<file path="src/rtl/rcb_pkg.sv">
// ----------------------------------------------------------------------------
// rcb_pkg
// Shared types and constants for the replicated counter broadcaster.
// ----------------------------------------------------------------------------
`default_nettype none

package rcb_pkg;

  localparam int CFG_DATA_W = 48;
  localparam int MAX_OUT    = 7;

  localparam logic [3:0]  NODE_COUNT_RST = 4'd2;
  localparam logic [30:0] FAIL_AT_OP_RST = 31'h7fff_ffff;

  typedef enum logic [2:0] {
    CFG_OP_TOTAL        = 3'd0,
    CFG_NODE_COUNT      = 3'd1,
    CFG_BOARD_ID        = 3'd2,
    CFG_FAIL_AT_OP      = 3'd3,
    CFG_FAILING_NODE    = 3'd4,
    CFG_LOCAL_ADDRESS   = 3'd5,
    CFG_REMOTE_BASE     = 3'd6,
    CFG_TRANSFER_LENGTH = 3'd7
  } cfg_index_t;

  typedef enum logic {
    KIND_QUERY = 1'b0,
    KIND_WRITE = 1'b1
  } kind_t;

  typedef struct packed {
    logic [30:0] op_total;
    logic [3:0]  node_count;
    logic [2:0]  board_id;
    logic [30:0] fail_at_op;
    logic [2:0]  failing_node;
    logic [47:0] local_address;
    logic [47:0] remote_base;
    logic [31:0] transfer_length;
  } cfg_t;

  typedef struct packed {
    logic        kind;
    logic [23:0] queue_number;
    logic [47:0] local_addr_out;
    logic [47:0] remote_addr_out;
    logic [31:0] length_out;
    logic [63:0] value;
    logic        last;
  } result_t;

  typedef struct packed {
    logic accept;      // op taken from the input channel this cycle
    logic load_query;  // put the query response in the output register
    logic start_scan;  // begin walking the node list
    logic advance;     // step to the next node index
    logic emit;        // put a write descriptor in the output register
  } ctrl_cmd_t;

  typedef struct packed {
    logic skip;        // op dropped: halted or op budget used up
    logic halt_now;    // op hits the injected failure of this board
    logic is_query;
    logic out_free;
    logic scan_done;
    logic emit_now;    // current node is a live peer
    logic halted;
  } dp_status_t;

endpackage

`default_nettype wire

</file>
<file path="src/rtl/rcb_op_if.sv">
// ----------------------------------------------------------------------------
// rcb_op_if
// Input channel: one counter operation per item.
// ----------------------------------------------------------------------------
`default_nettype none

interface rcb_op_if;
  logic               valid;
  logic               ready;
  logic signed [31:0] amount;

  modport source (output valid, output amount, input ready);
  modport sink   (input valid, input amount, output ready);
endinterface

`default_nettype wire

</file>
<file path="src/rtl/rcb_result_if.sv">
// ----------------------------------------------------------------------------
// rcb_result_if
// Output channel: query responses and remote-write descriptors.
// ----------------------------------------------------------------------------
`default_nettype none

interface rcb_result_if;
  logic             valid;
  logic             ready;
  rcb_pkg::result_t data;

  modport source (output valid, output data, input ready);
  modport sink   (input valid, input data, output ready);
endinterface

`default_nettype wire

</file>
<file path="src/rtl/replicated_counter_broadcaster.sv">
// ----------------------------------------------------------------------------
// replicated_counter_broadcaster
// Replicated counter: applies ops and broadcasts remote-write descriptors.
// ----------------------------------------------------------------------------
// Usage:
//   ops carries one signed amount per item. Zero is a query: one result with
//   the 64-bit counter. Nonzero is added to the counter and gives one write
//   descriptor per live peer, at most seven, the final one flagged last.
//   Configuration is written through cfg_we/cfg_index/cfg_data while idle.
// Timing:
//   An op is taken from IDLE. A query moves to QUERY, which loads the result
//   into the output register once that register is free. An increment walks
//   the node list one index per cycle while no live peer waits on a busy
//   output register, holding the input off until the walk ends; a descriptor
//   leaves the walk on each live peer, at most seven. Dropped ops (halted or
//   budget used) leave the sequencer in IDLE.
// Reset:
//   rst clears the counter, op count, failure mask and halt flag and loads
//   the register defaults. Results are held in the output register while
//   results.ready is low; the walk waits on that register, and a new op is
//   taken as soon as the previous walk ends.
// ----------------------------------------------------------------------------
`default_nettype none

module replicated_counter_broadcaster #(
  parameter int MAX_NODES = 8
) (
  input  wire logic                           clk,
  input  wire logic                           rst,
  input  wire logic                           cfg_we,
  input  wire logic [2:0]                     cfg_index,
  input  wire logic [rcb_pkg::CFG_DATA_W-1:0] cfg_data,
  rcb_op_if.sink                              ops,
  rcb_result_if.source                        results
);

  rcb_pkg::cfg_t       cfg;
  rcb_pkg::ctrl_cmd_t  cmd;
  rcb_pkg::dp_status_t status;
  rcb_pkg::result_t    result;
  logic                result_valid;
  logic                op_ready;

  rcb_regs u_regs (
    .clk       (clk),
    .rst       (rst),
    .cfg_we    (cfg_we),
    .cfg_index (cfg_index),
    .cfg_data  (cfg_data),
    .cfg       (cfg)
  );

  rcb_ctrl u_ctrl (
    .clk      (clk),
    .rst      (rst),
    .op_valid (ops.valid),
    .op_ready (op_ready),
    .status   (status),
    .cmd      (cmd)
  );

  rcb_datapath #(
    .MAX_NODES (MAX_NODES)
  ) u_datapath (
    .clk          (clk),
    .rst          (rst),
    .cfg          (cfg),
    .amount       (ops.amount),
    .cmd          (cmd),
    .status       (status),
    .result       (result),
    .result_valid (result_valid),
    .result_ready (results.ready)
  );

  assign ops.ready     = op_ready;
  assign results.valid = result_valid;
  assign results.data  = result;

  // a pending result is never overwritten
  a_no_overwrite: assert property (@(posedge clk) disable iff (rst)
    (cmd.emit || cmd.load_query) |-> (!result_valid || results.ready))
    else $error("output register loaded while a result is pending");

  // once halted, no op starts any output
  a_halted_quiet: assert property (@(posedge clk) disable iff (rst)
    status.halted |-> (!cmd.start_scan && !cmd.load_query))
    else $error("halted block started an op");

  // a dropped op leaves the input open on the next cycle
  a_drop_fast: assert property (@(posedge clk) disable iff (rst)
    (ops.valid && op_ready && status.skip) |=> op_ready)
    else $error("dropped op did not return to idle");

  // an emitted descriptor is always a write
  a_emit_kind: assert property (@(posedge clk) disable iff (rst)
    cmd.emit |=> (result_valid && result.kind == rcb_pkg::KIND_WRITE))
    else $error("write descriptor not presented");

endmodule

`default_nettype wire

</file>
<file path="src/rtl/rcb_regs.sv">
// ----------------------------------------------------------------------------
// rcb_regs
// Configuration register file, write only.
// ----------------------------------------------------------------------------
`default_nettype none

module rcb_regs (
  input  wire logic                           clk,
  input  wire logic                           rst,
  input  wire logic                           cfg_we,
  input  wire logic [2:0]                     cfg_index,
  input  wire logic [rcb_pkg::CFG_DATA_W-1:0] cfg_data,
  output rcb_pkg::cfg_t                       cfg
);

  always_ff @(posedge clk) begin
    if (rst) begin
      cfg.op_total        <= '0;
      cfg.node_count      <= rcb_pkg::NODE_COUNT_RST;
      cfg.board_id        <= '0;
      cfg.fail_at_op      <= rcb_pkg::FAIL_AT_OP_RST;
      cfg.failing_node    <= '0;
      cfg.local_address   <= '0;
      cfg.remote_base     <= '0;
      cfg.transfer_length <= '0;
    end else if (cfg_we) begin
      unique case (rcb_pkg::cfg_index_t'(cfg_index))
        rcb_pkg::CFG_OP_TOTAL:        cfg.op_total        <= cfg_data[30:0];
        rcb_pkg::CFG_NODE_COUNT:      cfg.node_count      <= cfg_data[3:0];
        rcb_pkg::CFG_BOARD_ID:        cfg.board_id        <= cfg_data[2:0];
        rcb_pkg::CFG_FAIL_AT_OP:      cfg.fail_at_op      <= cfg_data[30:0];
        rcb_pkg::CFG_FAILING_NODE:    cfg.failing_node    <= cfg_data[2:0];
        rcb_pkg::CFG_LOCAL_ADDRESS:   cfg.local_address   <= cfg_data[47:0];
        rcb_pkg::CFG_REMOTE_BASE:     cfg.remote_base     <= cfg_data[47:0];
        rcb_pkg::CFG_TRANSFER_LENGTH: cfg.transfer_length <= cfg_data[31:0];
      endcase
    end
  end

endmodule

`default_nettype wire

</file>
<file path="src/rtl/rcb_ctrl.sv">
// ----------------------------------------------------------------------------
// rcb_ctrl
// Sequencer: takes an op, then issues the query response or walks the nodes.
// ----------------------------------------------------------------------------
`default_nettype none

module rcb_ctrl (
  input  wire logic                clk,
  input  wire logic                rst,
  input  wire logic                op_valid,
  output logic                     op_ready,
  input  rcb_pkg::dp_status_t      status,
  output rcb_pkg::ctrl_cmd_t       cmd
);

  typedef enum logic [2:0] {
    IDLE  = 3'b001,
    QUERY = 3'b010,
    SCAN  = 3'b100
  } state_t;

  state_t state, state_next;

  always_ff @(posedge clk) begin
    if (rst) begin
      state <= IDLE;
    end else begin
      state <= state_next;
    end
  end

  always_comb begin
    state_next = state;
    cmd        = '0;
    op_ready   = 1'b0;
    unique case (state)
      IDLE: begin
        op_ready = 1'b1;
        if (op_valid) begin
          cmd.accept = 1'b1;
          if (!status.skip && !status.halt_now) begin
            if (status.is_query) begin
              state_next = QUERY;
            end else begin
              cmd.start_scan = 1'b1;
              state_next     = SCAN;
            end
          end
        end
      end
      QUERY: begin
        if (status.out_free) begin
          cmd.load_query = 1'b1;
          state_next     = IDLE;
        end
      end
      SCAN: begin
        if (status.scan_done) begin
          state_next = IDLE;
        end else if (status.emit_now) begin
          // hold on this node until the output register can take it
          if (status.out_free) begin
            cmd.emit    = 1'b1;
            cmd.advance = 1'b1;
          end
        end else begin
          cmd.advance = 1'b1;
        end
      end
    endcase
  end

endmodule

`default_nettype wire

</file>
<file path="src/rtl/rcb_datapath.sv">
// ----------------------------------------------------------------------------
// rcb_datapath
// Counter state, failure mask, node walk and the output register.
// ----------------------------------------------------------------------------
`default_nettype none

module rcb_datapath #(
  parameter int MAX_NODES = 8
) (
  input  wire logic                clk,
  input  wire logic                rst,
  input  rcb_pkg::cfg_t            cfg,
  input  wire logic signed [31:0]  amount,
  input  rcb_pkg::ctrl_cmd_t       cmd,
  output rcb_pkg::dp_status_t      status,
  output rcb_pkg::result_t         result,
  output logic                     result_valid,
  input  wire logic                result_ready
);

  // node_count is 4 bits, so no more than 15 nodes are ever walked
  localparam int SCAN_N = (MAX_NODES < 15) ? MAX_NODES : 15;
  localparam int JW     = $clog2(SCAN_N + 1);
  localparam int IW     = $clog2(SCAN_N);

  logic [63:0]          running_total;
  logic [30:0]          ops_done;
  logic [MAX_NODES-1:0] failed_mask;
  logic                 halted;
  logic [JW-1:0]        j;
  logic [23:0]          qpn;
  logic [2:0]           cnt;

  logic [JW-1:0]        n;
  logic [SCAN_N-1:0]    peer, elig, after;
  logic [IW-1:0]        jidx;
  logic                 peer_now;
  logic                 more_after;
  logic                 fail_hit;
  logic [63:0]          amount_ext;
  logic [23:0]          qpn_start;
  logic [47:0]          remote_addr;

  always_comb begin
    n = (int'(cfg.node_count) > SCAN_N) ? JW'(SCAN_N) : JW'(cfg.node_count);
    for (int k = 0; k < SCAN_N; k++) begin
      peer[k]  = (JW'(k) < n) && (k != int'(cfg.board_id));
      elig[k]  = peer[k] && !failed_mask[k];
      after[k] = JW'(k) > j;
    end
    jidx        = j[IW-1:0];
    peer_now    = peer[jidx];
    more_after  = |(elig & after);
    fail_hit    = (ops_done == cfg.fail_at_op);
    amount_ext  = {{32{amount[31]}}, amount};
    qpn_start   = 24'(cfg.board_id) * 24'(n - JW'(1));
    remote_addr = cfg.remote_base + {43'd0, cfg.board_id, 2'b00};
  end

  always_comb begin
    status.skip      = halted || (ops_done >= cfg.op_total);
    status.halt_now  = fail_hit && (cfg.failing_node == cfg.board_id);
    status.is_query  = (amount == 32'sd0);
    status.out_free  = !result_valid || result_ready;
    status.scan_done = (j == n) || (cnt == 3'(rcb_pkg::MAX_OUT));
    status.emit_now  = elig[jidx];
    status.halted    = halted;
  end

  always_ff @(posedge clk) begin
    if (rst) begin
      running_total <= '0;
      ops_done      <= '0;
      failed_mask   <= '0;
      halted        <= 1'b0;
      j             <= '0;
      qpn           <= '0;
      cnt           <= '0;
      result_valid  <= 1'b0;
    end else begin
      if (cmd.accept && !status.skip) begin
        if (!status.is_query) begin
          running_total <= running_total + amount_ext;
        end
        if (fail_hit) begin
          // a failing node outside the mask marks nothing
          for (int k = 0; k < MAX_NODES; k++) begin
            if (k == int'(cfg.failing_node)) begin
              failed_mask[k] <= 1'b1;
            end
          end
        end
        if (status.halt_now) begin
          halted <= 1'b1;
        end else begin
          ops_done <= ops_done + 31'd1;
        end
      end

      if (cmd.start_scan) begin
        j   <= '0;
        qpn <= qpn_start;
        cnt <= '0;
      end else if (cmd.advance) begin
        j <= j + JW'(1);
        // queue numbers step over failed and skipped peers too
        if (peer_now) begin
          qpn <= qpn + 24'd1;
        end
        if (cmd.emit) begin
          cnt <= cnt + 3'd1;
        end
      end

      if (cmd.load_query || cmd.emit) begin
        result_valid <= 1'b1;
      end else if (result_ready) begin
        result_valid <= 1'b0;
      end
    end
  end

  always_ff @(posedge clk) begin
    if (cmd.load_query) begin
      result.kind            <= rcb_pkg::KIND_QUERY;
      result.queue_number    <= '0;
      result.local_addr_out  <= '0;
      result.remote_addr_out <= '0;
      result.length_out      <= '0;
      result.value           <= running_total;
      result.last            <= 1'b1;
    end else if (cmd.emit) begin
      result.kind            <= rcb_pkg::KIND_WRITE;
      result.queue_number    <= qpn;
      result.local_addr_out  <= cfg.local_address;
      result.remote_addr_out <= remote_addr;
      result.length_out      <= cfg.transfer_length;
      result.value           <= {{32{running_total[31]}}, running_total[31:0]};
      result.last            <= (cnt == 3'(rcb_pkg::MAX_OUT - 1)) || !more_after;
    end
  end

endmodule

`default_nettype wire

</file>
<file path="src/flat_wrapper.sv">
// flat-port wrapper written by rule: the top's interface ports become plain ports
module replicated_counter_broadcaster_flat 
#(
  parameter int MAX_NODES = 8
)
  (clk, rst, cfg_we, cfg_index, cfg_data, ops_valid, ops_amount, ops_ready, results_valid, results_data, results_ready);
  rcb_op_if ops_i ();
  rcb_result_if results_i ();
  input  wire logic clk;
  input  wire logic rst;
  input  wire logic cfg_we;
  input  wire logic [2:0] cfg_index;
  input  wire logic [rcb_pkg::CFG_DATA_W-1:0] cfg_data;
  input wire logic [$bits(ops_i.valid)-1:0] ops_valid;
  input wire logic [$bits(ops_i.amount)-1:0] ops_amount;
  output wire logic [$bits(ops_i.ready)-1:0] ops_ready;
  output wire logic [$bits(results_i.valid)-1:0] results_valid;
  output wire logic [$bits(results_i.data)-1:0] results_data;
  input wire logic [$bits(results_i.ready)-1:0] results_ready;
  assign ops_i.valid = ops_valid;
  assign ops_i.amount = ops_amount;
  assign ops_ready = ops_i.ready;
  assign results_valid = results_i.valid;
  assign results_data = results_i.data;
  assign results_i.ready = results_ready;
  replicated_counter_broadcaster #(.MAX_NODES(MAX_NODES)) u_core (.clk(clk), .rst(rst), .cfg_we(cfg_we), .cfg_index(cfg_index), .cfg_data(cfg_data), .ops(ops_i), .results(results_i));
endmodule
</file>
<file path="config.mk">
export PLATFORM = sky130hd
export DESIGN_NAME = replicated_counter_broadcaster_flat
export DESIGN_NICKNAME = d
export VERILOG_FILES = /design/src/rtl/rcb_pkg.sv /design/src/rtl/rcb_op_if.sv /design/src/rtl/rcb_result_if.sv /design/src/rtl/replicated_counter_broadcaster.sv /design/src/rtl/rcb_regs.sv /design/src/rtl/rcb_ctrl.sv /design/src/rtl/rcb_datapath.sv /design/src/flat_wrapper.sv
export SDC_FILE = /design/constraint.sdc
export NUM_CORES = 1
export LEC_CHECK = 0
export BUFFER_PORTS_ARGS = -buffer_cell sky130_fd_sc_hd__buf_4
export CORE_ASPECT_RATIO = 0.6
export CORE_MARGIN = 2
export CORE_UTILIZATION = 60
export DETAILED_ROUTE_END_ITERATION = 7
export PLACE_DENSITY = 0.85
export SYNTH_ARGS = -nofsm -noshare
export SYNTH_HDL_FRONTEND = slang
export SYNTH_SLANG_ARGS = --single-unit
export TNS_END_PERCENT = 1
</file>
<file path="constraint.sdc">
create_clock -name clk -period 8 [get_ports clk]
set_input_delay 0.8 -clock clk [delete_from_list [all_inputs] [get_ports clk]]
set_output_delay 0.8 -clock clk [all_outputs]
set_load 0.02 [all_outputs]
</file>
Word level (Yosys, flattened, before mapping)
Index checks and enable logic that the tools add are counted.
Word-level totals
  logic and storage cells: 194
  input port bits: 88
  output and inout port bits: 220
  register bits: 557
Cells by class
  reduce and logical (&&, ||, !) cells: 68
  multipliers: 1
  $add $sub $neg: 7
  bitwise gates (word level): 3
  $lt $le $gt $ge: 19
  multiplexer cells: 32
  eq/ne operators: 33
Operators with widths (count)
  65-bit 2-to-1 mux: 2
  24-bit 2-to-1 mux: 3
  64-bit adder: 1
  48-bit by 5-bit adder with 48-bit output: 1
  32-bit zero test: 1
  31-bit by 1-bit adder with 31-bit output (second input constant): 1
  31-bit equality test: 1
  31-bit greater-or-equal comparator: 1
  2-bit AND reduction: 13
  24-bit by 1-bit adder with 24-bit output (second input constant): 1
  3-bit AND reduction: 8
  3-bit equality test (second input constant): 7
  1-bit logical AND: 19
  3-bit by 4-bit greater-than comparator with 1-bit output (first input constant): 4
  3-bit by 4-bit < comparator with 1-bit output (first input constant): 4
  1-bit 2-to-1 mux: 15
  3-bit 2-to-1 mux: 5
  3-bit equality test (first input constant): 4
  1-bit zero test: 12
  3-bit inequality test (first input constant): 4
  3-bit by 2-bit equality test with 1-bit output (second input constant): 3
  4-bit by 5-bit multiplier with 9-bit output: 1
  3-bit one-hot mux with 3 select lines: 1
  8-bit AND: 1
  29 further kinds: 50

Longest topological paths before layout
Gate-level depths: netlist (run 1).
  depth in word-level cells: 12
  depth in mapped cells: 22
  depth with buffers taken out: 20

Cells and area by module
Synthesis (run 1) repeated with hierarchy kept, for this count alone.
Second synthesis, totals
  cell total of the unflattened synthesis: 3113
  area, all modules: 28197.0 sq um
By module, submodules not included
  rcb_datapath: area an instance 19992.9 sq um, cells each 2342, instances 1, sequential area each 7727.4 sq um
  rcb_regs: area an instance 7973.9 sq um, cells each 745, instances 1, sequential area each 4003.8 sq um
  rcb_ctrl: area an instance 230.2 sq um, cells each 26, instances 1, sequential area each 60.1 sq um

Worst setup path after synthesis (run 1)
Ideal clock, no wire load.
  kind: reg2reg
  start: register, netlist name u_core.u_regs.cfg[168]
  end: register, netlist name u_core.u_datapath.result[10]
  data required time: 7582 ps
  setup slack: 3819 ps
  period minus slack after synthesis: 4181 ps
  path buffers: 2
  stages on the path, launching flop included: 13
  arrival time: 3763 ps
  library setup time: 418 ps
  cells stage by stage: dfxtp_1 -> buf_4 -> inv_2 -> nand2_1 -> ha_1 -> nand2b_1 -> a221oi_1 -> mux2i_1 -> mux4_2 -> nor3_1 -> nor2_1 -> clkbuf_1 -> inv_1
On the way
  word-level cells in the longest chain between the ends: 11
  elaborated cells on any way between the ends: 34
RTL lines
  4-bit greater-than comparator: line rcb_datapath.sv:45  | n = (int'(cfg.node_count) > SCAN_N) ? JW'(SCAN_N) : JW'(cfg.node_count);
  4-bit 2-to-1 mux *: line rcb_datapath.sv:45
  1-bit by 4-bit < comparator with 1-bit output, or another cell as far along: line rcb_datapath.sv:47  | peer[k] = (JW'(k) < n) && (k != int'(cfg.board_id));
  1-bit logical AND: line rcb_datapath.sv:47
  1-bit logical AND: line rcb_datapath.sv:48  | elig[k] = peer[k] && !failed_mask[k];
  1-bit binary-select mux with 3-bit select: line rcb_datapath.sv:66  | status.emit_now = elig[jidx];
  1-bit 2-to-1 mux (not written as such): line rcb_datapath.sv:66
  1-bit 2-to-1 mux: line rcb_ctrl.sv:60  | end else if (status.emit_now) begin
  2-bit 2-to-1 mux *: line rcb_ctrl.sv:58  | if (status.scan_done) begin
  2-bit 2-to-1 mux *: line rcb_ctrl.sv:36  | unique case (state)
  2-bit nonzero test (no source line) *
Mark *: on every way between the ends. The rest lies on a longest branch, timed or not. The select of a mux whose other input is x is not followed.
A chain may end at the register's enable or synchronous reset.

Final worst setup path (run 1)
  start: register, netlist name u_core.u_regs.cfg[168]
  end: register u_core.u_datapath.qpn[13]
On the way
  word-level cells in the longest chain between the ends: 12
  elaborated cells on any way between the ends: 41
RTL lines
  4-bit greater-than comparator: line rcb_datapath.sv:45
  4-bit 2-to-1 mux *: line rcb_datapath.sv:45
  branches (longest 10 deep; another with 4-bit by 5-bit multiplier with 9-bit output)
  end signal: assignment: line rcb_datapath.sv:102  | qpn <= qpn_start;
  end signal: assignment: line rcb_datapath.sv:108  | qpn <= qpn + 24'd1;
  end: declaration: line rcb_datapath.sv:31  | logic [23:0] qpn;
Every way passes the cells marked *. The select of a mux whose other input is x is not followed.

==> impl_summary.md, run 1 <==
Detailed routing
The residual DRC count is 0. The count of TritonRoute iterations in the first routing pass is 6. The detailed-route via count is 24500. For this block, the initial DRC count from the detailed router was 2782.

Using the TritonRoute via totals, the vias-per-cell ratio works out to 5.94. In this run the remaining antenna-violating nets after routing total 0. Dividing the detail-routed wire length by the instance count gives 18.3 um. After detailed routing, the total wire length is 75500 um.

Power and ir drop
Per report_power, the clock group accounts for 33.3% of the total. The analysis attributes to cell leakage a power of 0.0124 uW. The total power of the final layout is 7470 uW. The internal portion of total power is 5130 uW. The combinational share of power is 22.9%. Of the total power, the share spent switching nets is 31.4%.

The maximum VDD drop is 190 uV. The power per unit of standard cell area is ~240 nW/um2. The switching power is 2340 uW.

The sequential cell fraction of total power is between 40% and 50%.

CTS
Clock tree synthesis selected as its root buffer the cell clkbuf_16. The clock insertion delay at the later pin of the skew report is 590 ps. The number of setup buffers added after CTS is 0.

The total of hold buffers inserted after clock tree synthesis is 0. Gates resized during post-CTS repair numbered 0. In this run, CTS created clock tree buffers numbering 50. The longest clock path from root to sink contains 3 buffers. The number of clock sinks seen by CTS is 557. TritonCTS built the clock tree. The H-tree level count is 2. Clock-pin slew was measured on the worst setup and hold paths at 70 ps.

STA
The clock period minus worst slack is 4820 ps. The worst slew margin relative to its limit is between 10% and 20%. For the pin with the worst max-slew slack, the measured transition is around 1200 ps. The number of setup violations in the final report is 0. The number of pins with negative max-slew slack in the final report is 0. The worst setup skew after layout is 29.7 ps.

The final hold violation count is 0. For this run, the top clock speed supported by timing is approximately 210 MHz. For the final routed database, the setup TNS stands at 0 ps. The setup slack after layout is 3180 ps.

The share of the clock period used by the worst path is 60.2%. Setup repair after global routing left no endpoint under its margin.

Setup path
The highest net fanout along the worst path is 17. In this run the register-to-register setup slack is 3180 ps. The highest-delay cell along the critical path is nand4_1. The number of cells on the worst reg-to-reg path is 19.

The largest single stage delay on the critical path is 590 ps. The endpoint identified for the worst register-to-register timing path is u_core.u_datapath.qpn[13]. The library cell appearing most often on the critical path is ha_1. The worst register-to-register path begins at u_core.u_regs.cfg[168]. The worst setup path is launched from a flip-flop. The signal on the critical path passes through inv_2 > nand2_1 > ha_1 > xnor2_1 > nor2_1 > ha_1 > inv_1 > fa_1 > inv_1 > ha_1 > nor2b_1 > o21ai_0 > nand2b_1 > a21o_1 > a21oi_1 > xnor2_1 > nand4_1 > a211o_1 > a21oi_1.

The critical path is of the reg2reg type. The endpoint class of the critical path is a flip-flop. The endpoint required time on the critical path is 8510 ps. For the worst setup path, the data arrival time is 5330 ps.

Floorplan
The die is 170 um tall. The area of the die is 47600 um2. Row generation in the floorplan step produced 60 rows. The initial utilization of the core area, before any placement, comes to 61.1%. The number of ports placed on the die boundary is 308. The total area inside the core boundary comes to 45000 um2. In this run the horizontal extent of the chip is approximately 280 um.

Cells and area
The antenna cell count is 0. The layout has 3504 filler cells. Relative to the synthesized area, the layout overhead comes to 14.6%. At the end of the flow the core is filled with cells to 70.0%. At the end of the flow, the number of nets in the layout was between 3000 and 4000.

The share of cells above drive strength 1 is 13.6%.

Global routing
The total congestion overflow is 0. The global-route usage over all layers is 30.6%. Entering global routing, the biggest net connects 200 pins. The global-route wire length before repair is 118000 um.

The global routing usage on met2 is 43.6%. The via count of the first global-routing pass is 21900. The met1 capacity usage during global routing is 46.5%. For this run, global-route usage on met3 was measured as 7.19%. The initial antenna violation count is 0. The most used routing layer in global routing is met1.

Synth
The post-synthesis simple-gate area fraction is 21.4%. The synthesized netlist devotes 17.6% of its cell area to compound gates. The multiplexer fraction of the synthesized cell area is 2.08%. For this run, the number of Yosys warnings is 0. Dividing the synthesized area by the synthesized cell count gives 8.29 um2. The biggest area contributor in the post-synthesis netlist is dfxtp_1. By area the synthesized netlist is led by dfxtp_1, nand2_1, a21oi_1. Synthesis produced a netlist with a net count of 3529. The xor and xnor area share after synthesis is approximately 5%.

The number of flip-flops and latches in the synthesized netlist is 557. In this run the cell area of the synthesized design comes to approximately 27000 um2. Among all flip-flop cells after synthesis, the most frequent one is dfxtp_1. The sequential element share of the synthesized area is a little over two fifths.

The commonest cells after synthesis are nand2_1, dfxtp_1, a21oi_1. Of the post-synthesis cell area, the dominant cell type holds 35.9%. The cell with the most instances after synthesis is nand2_1. The combinational family with the most area after synthesis is simple AND/OR/NAND/NOR gates. Counting flops with a built-in enable in the synthesized netlist gives 64.

The number of distinct library cells after synthesis is 96. The fraction of registers with async set/reset is 0%. The post-synthesis share of cell area spent on full adders, half adders and majority gates is 6.07%. Synthesis handed over a netlist of between 3000 and 4000 instances.

Place
Routability-driven placement finished with a final weighted congestion of 0.961. The total of buffers placed on input and output ports is 307. The post-detailed-placement half-perimeter wirelength is about 50000 um. Timing analysis after detailed placement gives a worst setup slack of 3260 ps.

Hold path
The endpoint with the worst hold slack is u_core.u_datapath.result[148]. The number of stages on the worst hold path is 2. The worst hold path begins at u_core.u_regs.cfg[83]. The worst hold-check path type is reg2reg.

Job
The max-capacitance violation count is 0.

Run status
The flow ran to the end, and the final reports show no timing, DRC or antenna violations.
critical path, delay by kind of cell, from the launching register on:
family / cells / cell delay (ps)
compound gates: 5 / 1110
xor+xnor: 2 / 380
fa+ha+maj: 4 / 1420
buf+inv: 3 / 220
flops: 1 / 510
simple gates: 5 / 1110
cells by family (layout without fill, tap and decap cells):
family	count (synthesis)	after routing
AND/OR/NAND/NOR	1316	1316
buffers and inverters	297	521
flip-flops	557	557
multiplexers	55	55
adder cells (fa/ha/maj)	129	129
AO/OA/AOI/OAI	798	798
XOR/XNOR	160	160
metrics by stage:
step                instance area [um2]  hold WS [ps]  std cells
global route                      31500           444       4125
finish                            31500           447       4125
global placement                  29800           438       4032
CTS                               31500           440       4125
floorplan                         27500           432       3312
detailed placement                29800           442       4032
routing by layer:
layer,vias up,wire length [um]
li1,11800,-
met1,11500,35200
met2,1131,31200
met3,111,7630
met4,0,1500
met5,-,0
area by class of cell:
class / count / area [um2] / area share (%)
Clock inverter: 24 / 288 / 0.914
Multi-Input combinational cell: 2458 / 14400 / 45.8
Tap cell: 589 / 737 / 2.34
Inverter: 103 / 387 / 1.23
Clock buffer: 69 / 1380 / 4.39
Sequential cell: 557 / 11800 / 37.5
Timing Repair Buffer: 325 / 2470 / 7.85
how the worst max path moves through the flow:
stage                      startpoint                      endpoint  slack, ps  depth (start not counted)
6_report       u_core.u_regs.cfg[168]     u_core.u_datapath.qpn[13]       3180                         19
5_1_grt        u_core.u_regs.cfg[168]     u_core.u_datapath.qpn[21]       2790                         19
4_1_cts        u_core.u_regs.cfg[168]     u_core.u_datapath.qpn[13]       3230                         19
3_5_place_dp   u_core.u_regs.cfg[168]     u_core.u_datapath.qpn[13]       3260                         19
3_3_place_gp   u_core.u_regs.cfg[168]     u_core.u_datapath.qpn[13]       3410                         19
2_1_floorplan  u_core.u_regs.cfg[168]  u_core.u_datapath.result[10]       3820                         12
registers in the layout, summed over array words and instances, names as in the netlist:
register                         cells
u_core.u_datapath.cnt                3
u_core.u_regs.cfg                  200
u_core.u_ctrl.state                  3
u_core.u_datapath.running_total     64
u_core.u_datapath.ops_done          31
u_core.u_datapath.qpn               24
u_core.u_datapath.failed_mask        8
u_core.u_datapath.j                  4
u_core.u_datapath.result_valid       1
u_core.u_datapath.halted             1
u_core.u_datapath.result           218
placed cells by master (no fill, tap or decap), types with 10 or more instances in the layout:
cell type,Yosys,routed
a211oi_1,61,61
a21o_1,86,86
a21oi_1,440,440
a221oi_1,10,10
a31oi_1,13,13
and2_1,10,10
and3_1,31,31
buf_4,12,322
clkbuf_1,119,13
clkbuf_16,0,50
clkinv_2,0,11
dfxtp_1,493,493
edfxtp_1,64,64
ha_1,122,122
inv_1,99,97
mux2i_1,47,47
nand2_1,754,753
nand2b_1,15,15
nand3_1,55,55
nand3b_1,10,10
nand4_1,44,44
nor2_1,202,197
nor2b_1,58,58
nor3_1,47,44
nor4_1,23,23
o211ai_1,16,16
o21a_1,14,14
o21ai_0,67,67
o21ai_1,11,11
or3_1,11,10
xnor2_1,87,87
xor2_1,73,73
power groups by stage:
stage | registers [uW] | clock network (uW) | logic (uW)
floorplan | 3490 | 0 | 909
global placement | 3320 | 0 | 1660
detailed placement | 3320 | 0 | 1680
CTS | 3270 | 2510 | 1690
global route | 3300 | 2620 | 1840
finish | 3270 | 2490 | 1710
(Power assumes the default switching activity.)
==> run 2, diff against run 1 <==
- CORE_UTILIZATION: 60 -> 53
- PLACE_DENSITY: 0.85 -> 0.8
- clock period: 8 -> 4.3 ns (I/O delays scaled with it)
==> run 2 against run 1 <==
Combinational power grew 89%. Critical endpoint is now u_core.u_datapath.qpn[20]. Highest routed layer unchanged. Critical path depth grew 2. Sequential share of layout area fell by 0.30 points. Cell count increased by 2.9%. Clock skew decreased by 2.0 ps.
==> impl_summary.md, run 2 (synthesized netlist as in run 1, its figures left out) <==
Floorplan
The die is 298 um wide. For this design the top-level I/O count stands at 308. The area of the die is 53700 um2. The floorplan has 64 rows. The placeable core region is about 51000 um2.

The starting utilization of the core area is 53.8%. The overall die height is between 150 and 200 um.

Cells and area
The final-layout fill cell count is 4467. The register with the most flip-flops in the layout has 218 of them. The most flop-heavy register is u_core.u_datapath.result. Cells fill a little over 60% of the core in the end.

The share of cells above drive strength 1 is a little over an eighth. The area added between synthesis and finish is 15.5%. In the final layout, the registers with the most flip-flops are u_core.u_datapath.result: 218 flops, u_core.u_regs.cfg: 200 flops, u_core.u_datapath.running_total: 64 flops. The number of antenna diodes in the final layout is 0. Leaving out fill and tap cells, the most frequent cell in the layout is nand2_1. The number of nets in the finished design is between 3000 and 4000. The library cells used most frequently in the layout, excluding fill and tap cells, are nand2_1, dfxtp_1, a21oi_1.

STA
Based on the critical path, the design can be clocked at up to 250 MHz. The number of pins with negative max-slew slack in the final report is 0. Setup violations remaining at the end of the flow were counted as 0. Of the available clock period, the critical path in the final layout requires 93.1%. Setup repair after global routing left no endpoint under its margin.

The smallest clock period supported by the final layout is computed as between 4000 and 5000 ps. The transition time at the pin with the least slew margin is 1270 ps. The final hold violation count is 0. Hold timing on the final database bottoms out at a slack of around 93 ps. The worst setup skew after layout is 27.7 ps.

The total negative slack for setup checks is 0 ps. Measured against its own limit, the worst slew margin works out to 15.1%.

Detailed routing
The residual DRC count is 0. The count of TritonRoute iterations in the first routing pass is 6. The per-cell routed wire length is 18.1 um.

The count of nets left with antenna violations after detail routing is 0. The detailed router finished its first iteration with 2767 violations. The detailed-route via count is 24300. Dividing the detail-routed via count by the number of cells gives between 5 and 6. After detailed routing, the total wire length is 77000 um.

Setup path
Counting cells, the worst reg-to-reg path comes to 21. Along the worst path, the maximum fanout reaches 17. In this run the critical register-to-register path is launched from u_core.u_regs.cfg[168]. The worst setup path is launched from a flip-flop. The worst endpoint data arrival time is 4500 ps. Setup slack on the worst reg-to-reg path comes out at 290 ps. The capture point of the worst reg-to-reg path is u_core.u_datapath.qpn[20]. The worst setup path is captured at a flip-flop. The kind of critical path is reg2reg. Data on the critical path is required at its endpoint by 4790 ps.

CTS
CTS built an H-tree with a depth of 2. CTS placed an instance of clkbuf_16 at the clock tree root. The number of clock sinks seen by CTS is 557.

The number of hold buffers added after CTS was 0. The buffer levels on the longest clock path is 3. The clock reaches the later pin of the worst-skew pair after 590 ps. TritonCTS built the clock tree. The number of clock buffers added by TritonCTS is 50. The clock transition at the registers of the reported paths is 60 ps.

Global routing
The initial antenna violation count was 0. The via count of the first global-routing pass is 22100. The global-route usage over all layers is 27.7%. The total overflow left after global routing is 0. The maximum number of pins on one net before global-route repair is 193. The first global-routing pass estimated 122000 um of wire.

Hold path
The worst hold path was traced through 3 stages. The worst hold-check path type is in2reg. The endpoint with the worst hold slack is u_core.u_regs.cfg[73]. The worst hold path begins at cfg_data[41].

Power and ir drop
The worst-case IR drop observed on VDD is about 350 uV. The internal portion of total power is 9460 uW. The static power due to leakage is 0.0125 uW. For this design the ratio of total power to cell area is between 400 and 500 nW/um2. The part of the power in the clock network is 32.5%. After layout, the design draws a total of 13800 uW.

Net switching is 31.5% of the power. The share of total power dissipated in combinational logic is 23.4%. In this run the power spent charging and discharging nets is 4340 uW. The sequential cell fraction of total power is 44.1%.

Place
At the end of routability-driven placement, the weighted congestion stood at 0.959. In this run the tool buffered the top-level ports with 307 buffer cells. The post-detailed-placement half-perimeter wirelength is 52800 um.

Run status
The run finished with clean final reports.

Job
Max-cap violations in this run came to 0.
==> run 2: cell types whose count changed in the layout (fill, tap and decap cells not counted), sizes merged <==
| cell | delta |
|---|---|
| clkbuf | +7 |
| bufinv | -2 |
| clkinv | -4 |
| buf | +17 |
| inv | +1 |
| clkinvlp | -4 |
==> run 2: worst max-delay path, stage by stage, from the launching register on <==
cell,delay [ps]
dfxtp_1,320
inv_2,110
nand2_1,130
ha_2,250
xnor2_2,200
nor2_1,60
ha_1,270
inv_1,50
fa_1,490
inv_1,40
ha_1,320
nor2b_1,140
o21ai_0,140
nand2b_1,100
a21o_1,180
a21oi_1,160
xnor2_1,170
nand4_1,120
buf_4,210
o21ai_0,100
a21oi_1,90
a211oi_1,230
==> run 2: per-layer routing <==
layer	track usage, %	up-vias	routed length (um)
met5	0	-	0
met4	5.61	0	1470
met3	5.45	116	6500
met2	39.4	921	31300
met1	42.9	11500	37700
li1	-	11800	-
==> run 2: cell type report <==
| type | count | area (um2) | share of cell area [%] |
|---|---|---|---|
| Clock buffer | 76 | 1420 | 4.47 |
| Clock inverter | 15 | 176 | 0.556 |
| Multi-Input combinational cell | 2458 | 14400 | 45.5 |
| Timing Repair Buffer | 342 | 2660 | 8.39 |
| Sequential cell | 557 | 11800 | 37.2 |
| Tap cell | 693 | 867 | 2.73 |
| Inverter | 103 | 387 | 1.22 |
==> run 2: worst max path at each step <==
stage / end / startpoint / slack (ps)
2_1_floorplan: u_core.u_datapath.result[10] / u_core.u_regs.cfg[168] / 120
3_3_place_gp: u_core.u_datapath.qpn[20] / u_core.u_regs.cfg[166] / 290
3_5_place_dp: u_core.u_datapath.qpn[20] / u_core.u_regs.cfg[166] / 190
4_1_cts: u_core.u_datapath.qpn[21] / u_core.u_regs.cfg[166] / 150
5_1_grt: u_core.u_datapath.qpn[21] / u_core.u_regs.cfg[168] / 10
6_report: u_core.u_datapath.qpn[20] / u_core.u_regs.cfg[168] / 290
==> run 2: power by group through the flow <==
stage / combinational, uW / sequential, uW / clock, uW
after floorplan: 1690 / 6490 / 0
after CTS: 3200 / 6080 / 4560
final: 3230 / 6080 / 4490
after global routing: 3470 / 6140 / 4780
after global placement: 3150 / 6180 / 0
after detailed placement: 3180 / 6190 / 0
==> run 2: repair_timing <==
| item | CTS | global route |
|---|---|---|
| setup buffers | 0 | 0 |
| setup endpoints to repair | 0 | 14 |
| gates resized for setup | 0 | 3 |
==> run 2: metrics by stage <==
stage,instances,area [um2],setup WS (ps)
after floorplan,3312,27500,119
after global placement,4153,30100,294
after detailed placement,4153,30100,192
after CTS,4244,31700,151
after global routing,4244,31700,13.5
final,4244,31700,295
==> run 3, diff against run 2 <==
- BUFFER_PORTS_ARGS: -buffer_cell sky130_fd_sc_hd__buf_4 -> -buffer_cell sky130_fd_sc_hd__buf_2
- CORE_UTILIZATION: 53 -> 54
- PLACE_DENSITY: 0.8 -> 0.81
- SKIP_LAST_GASP: not set -> 1
- SYNTH_HIERARCHICAL: not set -> 1
==> run 3 against run 2 <==
Hold slack improved by 27 ps. Area after synthesis up 2.6%. Combinational power shrank 20%. First-iteration DRC count is 23% lower. Count of clock-buffer cells in the layout fell by 11. Cell count shrank 3.9%. Sequential power decreased by 2%. Core utilization increased by 0.73 points. Critical endpoint is now u_core/u_datapath/qpn[17].
==> impl_summary.md, run 3 <==
Run status
The flow ran to the end, and the final reports show no timing, DRC or antenna violations.

Place
In this run, placement finished with an instance count of 3977. Routability-driven placement finished with a final weighted congestion of 0.957. The post-detailed-placement half-perimeter wirelength is 52500 um. Port buffering added 307 buffers.

Setup path
For the worst setup path, the data arrival time is about 4400 ps. For this run, the slowest stage of the critical path takes a little under 500 ps. The worst setup path is launched from a flip-flop. The worst setup path is of the reg2reg kind. The endpoint required time on the critical path is 4790 ps. Walking the worst path, the cells encountered are nand2b_1 > ha_2 > xnor2_2 > nor2_1 > ha_1 > inv_1 > fa_1 > inv_1 > ha_1 > nor2b_1 > o21ai_0 > nand2b_1 > a21o_1 > a21oi_1 > xnor2_1 > nand2_1 > buf_4 > a21oi_1 > nor2_1 > a211oi_1.

Together, buffers and inverters on the worst path number 3. The count of cells along the worst register-to-register path is 20. The endpoint class of the critical path is a flip-flop.

The endpoint identified for the worst register-to-register timing path is u_core/u_datapath/qpn[17]. Grouping stages by cell kind, the critical path spends the most delay in adder cells. The highest net fanout along the worst path is 14. The reg2reg setup slack is 360 ps. The worst register-to-register path begins at u_core/u_regs/cfg[168].

The highest-delay cell along the critical path is fa_1.

Cells and area
At the end of the flow, the number of nets in the layout was 3555. Once layout is complete, the cells apart from fillers number 4077. The flip-flop count of the largest register, all copies and words added is between 200 and 250. The most flop-heavy register is u_core/u_datapath/result. In the final layout, the share of cells above drive strength 1 is 14.4%. The most common cell after layout, fill and taps aside is dfxtp_1.

The largest registers in the layout are u_core/u_datapath/result: 218 flops, u_core/u_regs/cfg: 200 flops, u_core/u_datapath/running_total: 64 flops. Leaving out fill and tap cells, the most frequent cells in the layout are dfxtp_1, nor2_1, mux2i_1. The area growth from synthesis to layout is 14.3%.

STA
The number of pins with negative max-slew slack in the final report is 0. Setup repair after global routing left no endpoint under its margin. The transition time at the pin with the least slew margin is 1190 ps.

For the final database, setup skew stands at between 20 and 30 ps. The share of the clock period used by the worst path is about nine tenths. The clock period minus worst slack is 3940 ps. Headroom to the max-slew limit came out at 20.8%.

The total negative slack for setup checks is 0 ps. Derived from the worst setup path, the maximum achievable clock frequency is 254 MHz. Setup violations remaining at the end of the flow were counted as 0. The final hold violation count is 0.

Floorplan
The die outline width is 299 um. From bottom edge to top edge, the die measures approximately 180 um. For this configuration, the core starts out at a cell density of 55.0%. The area of the die is 54100 um2. The number of placement rows is 64.

308 I/O pins were placed. The placeable core region is roughly 51000 um2.

Power and ir drop
The power per unit of standard cell area is 423 nW/um2. The static power due to leakage is approximately 0.014 uW. The maximum VDD drop is just under 300 uV.

Detailed routing
The count of TritonRoute iterations in the first routing pass is 6. The number of vias per cell after detailed routing is 5.67. In the final routed layout, each cell accounts on average for 18.0 um.

After the first detailed-routing iteration, the DRC count stood at 2143. For this run, design rule violations remaining after detail routing come to 0. For this block, the routed nets add up to 73400 um of wire. The routed layout has 23100 vias. The count of nets left with antenna violations after detail routing is 0.

Synth
The total of warnings raised by yosys is 6. The average instance in the mapped netlist occupies between 9 and 10 um2. The instance count of the mapped netlist is 3112. Synthesis produced a netlist with a net count of 3330. Summing every instance area after synthesis gives 28200 um2.

CTS
CTS built an H-tree with a depth of 2. The root buffer cell chosen for the clock tree is clkbuf_16. At the later pin of the worst-skew pair, clock insertion delay measures 600 ps. The clock passes through at most 3 buffers. The number of clock sinks seen by CTS is approximately 560. Buffers added to address setup during post-CTS repair amount to 0. After clock tree synthesis, the clock-pin slew on the worst setup and hold paths is 70 ps.

The TritonCTS buffer count is 51. The TritonCTS clock tree is yes.

Global routing
The total congestion overflow is 0. The via count of the first global-routing pass is 21800. For this run, the total global-route usage over all layers was measured as 26.4%. The maximum number of pins on one net before global-route repair is 149. The global-route wire length before repair is ~120000 um. The initial antenna violation count came to 9.

Hold path
Along the worst hold path, the cell count comes to 3. The path class of the tightest hold or removal check is in2reg. The path with the worst hold slack has its endpoint at u_core/u_regs/cfg[131].

The launch instance of the worst min-delay path is cfg_data[0].

Job
Max-cap violations in this run came to 0.
run 3: power breakdown:
group          internal, uW  switching [uW]  total (uW)  leakage, uW
clock network          3000            2100        5090     0.000932
registers              5670             298        5970      0.00473
logic                   958            1610        2570      0.00837
run 3: cell type report:
class / instances / area [um2]
sequential: 557 / 11800
fill: 4288 / 19000
inverter: 98 / 368
timing repair buffer: 357 / 1970
clock buffer: 65 / 1440
clock inverter: 29 / 462
tap: 693 / 867
antenna: 6 / 15.0
multi-input combinational: 2272 / 15300
run 3: repair_timing:
item	4_1_cts	5_1_grt
setup endpoints to repair	0	15
gates resized for setup	0	3
hold buffers	0	0
run 3: worst max-delay path by stage:
stage | start | endpoint | slack [ps] | depth (start not counted)
finish | u_core/u_regs/cfg[168] | u_core/u_datapath/qpn[17] | 360 | 20
global route | u_core/u_regs/cfg[165] | u_core/u_datapath/qpn[11] | 50 | 20
CTS | u_core/u_regs/cfg[166] | u_core/u_datapath/qpn[17] | 220 | 20
detailed placement | u_core/u_regs/cfg[166] | u_core/u_datapath/qpn[17] | 240 | 20
global placement | u_core/u_regs/cfg[166] | u_core/u_datapath/qpn[20] | 380 | 20
floorplan | u_core/u_regs/cfg[168] | u_core/u_datapath/result[10] | 220 | 14
run 3: tightest hold or removal path, cell delays in order:
cell,delay [ps]
buf_2,90
nor2_1,40
mux2i_1,110
run 3: stage by stage:
step                utilization, %  instance area (um2)  worst slack (ps)  power (uW)  hold WS [ps]
CTS                           62.8                32200               217       13700          88.2
global route                  62.8                32200              47.9       14200           116
detailed placement            59.1                30300               235        8590           450
floorplan                        -                28200               220        7770           437
finish                        62.8                32200               363       13600           119
global placement              59.1                30300               377        8560           447
run 3: metal layers:
metal  track usage, %  vias to the layer above  routed length, um
li1                 -                    11200                  -
met1             40.2                    10900              35600
met2             38.8                      854              30600
met3             4.44                      110               5690
met4             5.92                        0               1500
met5                0                        -                  0
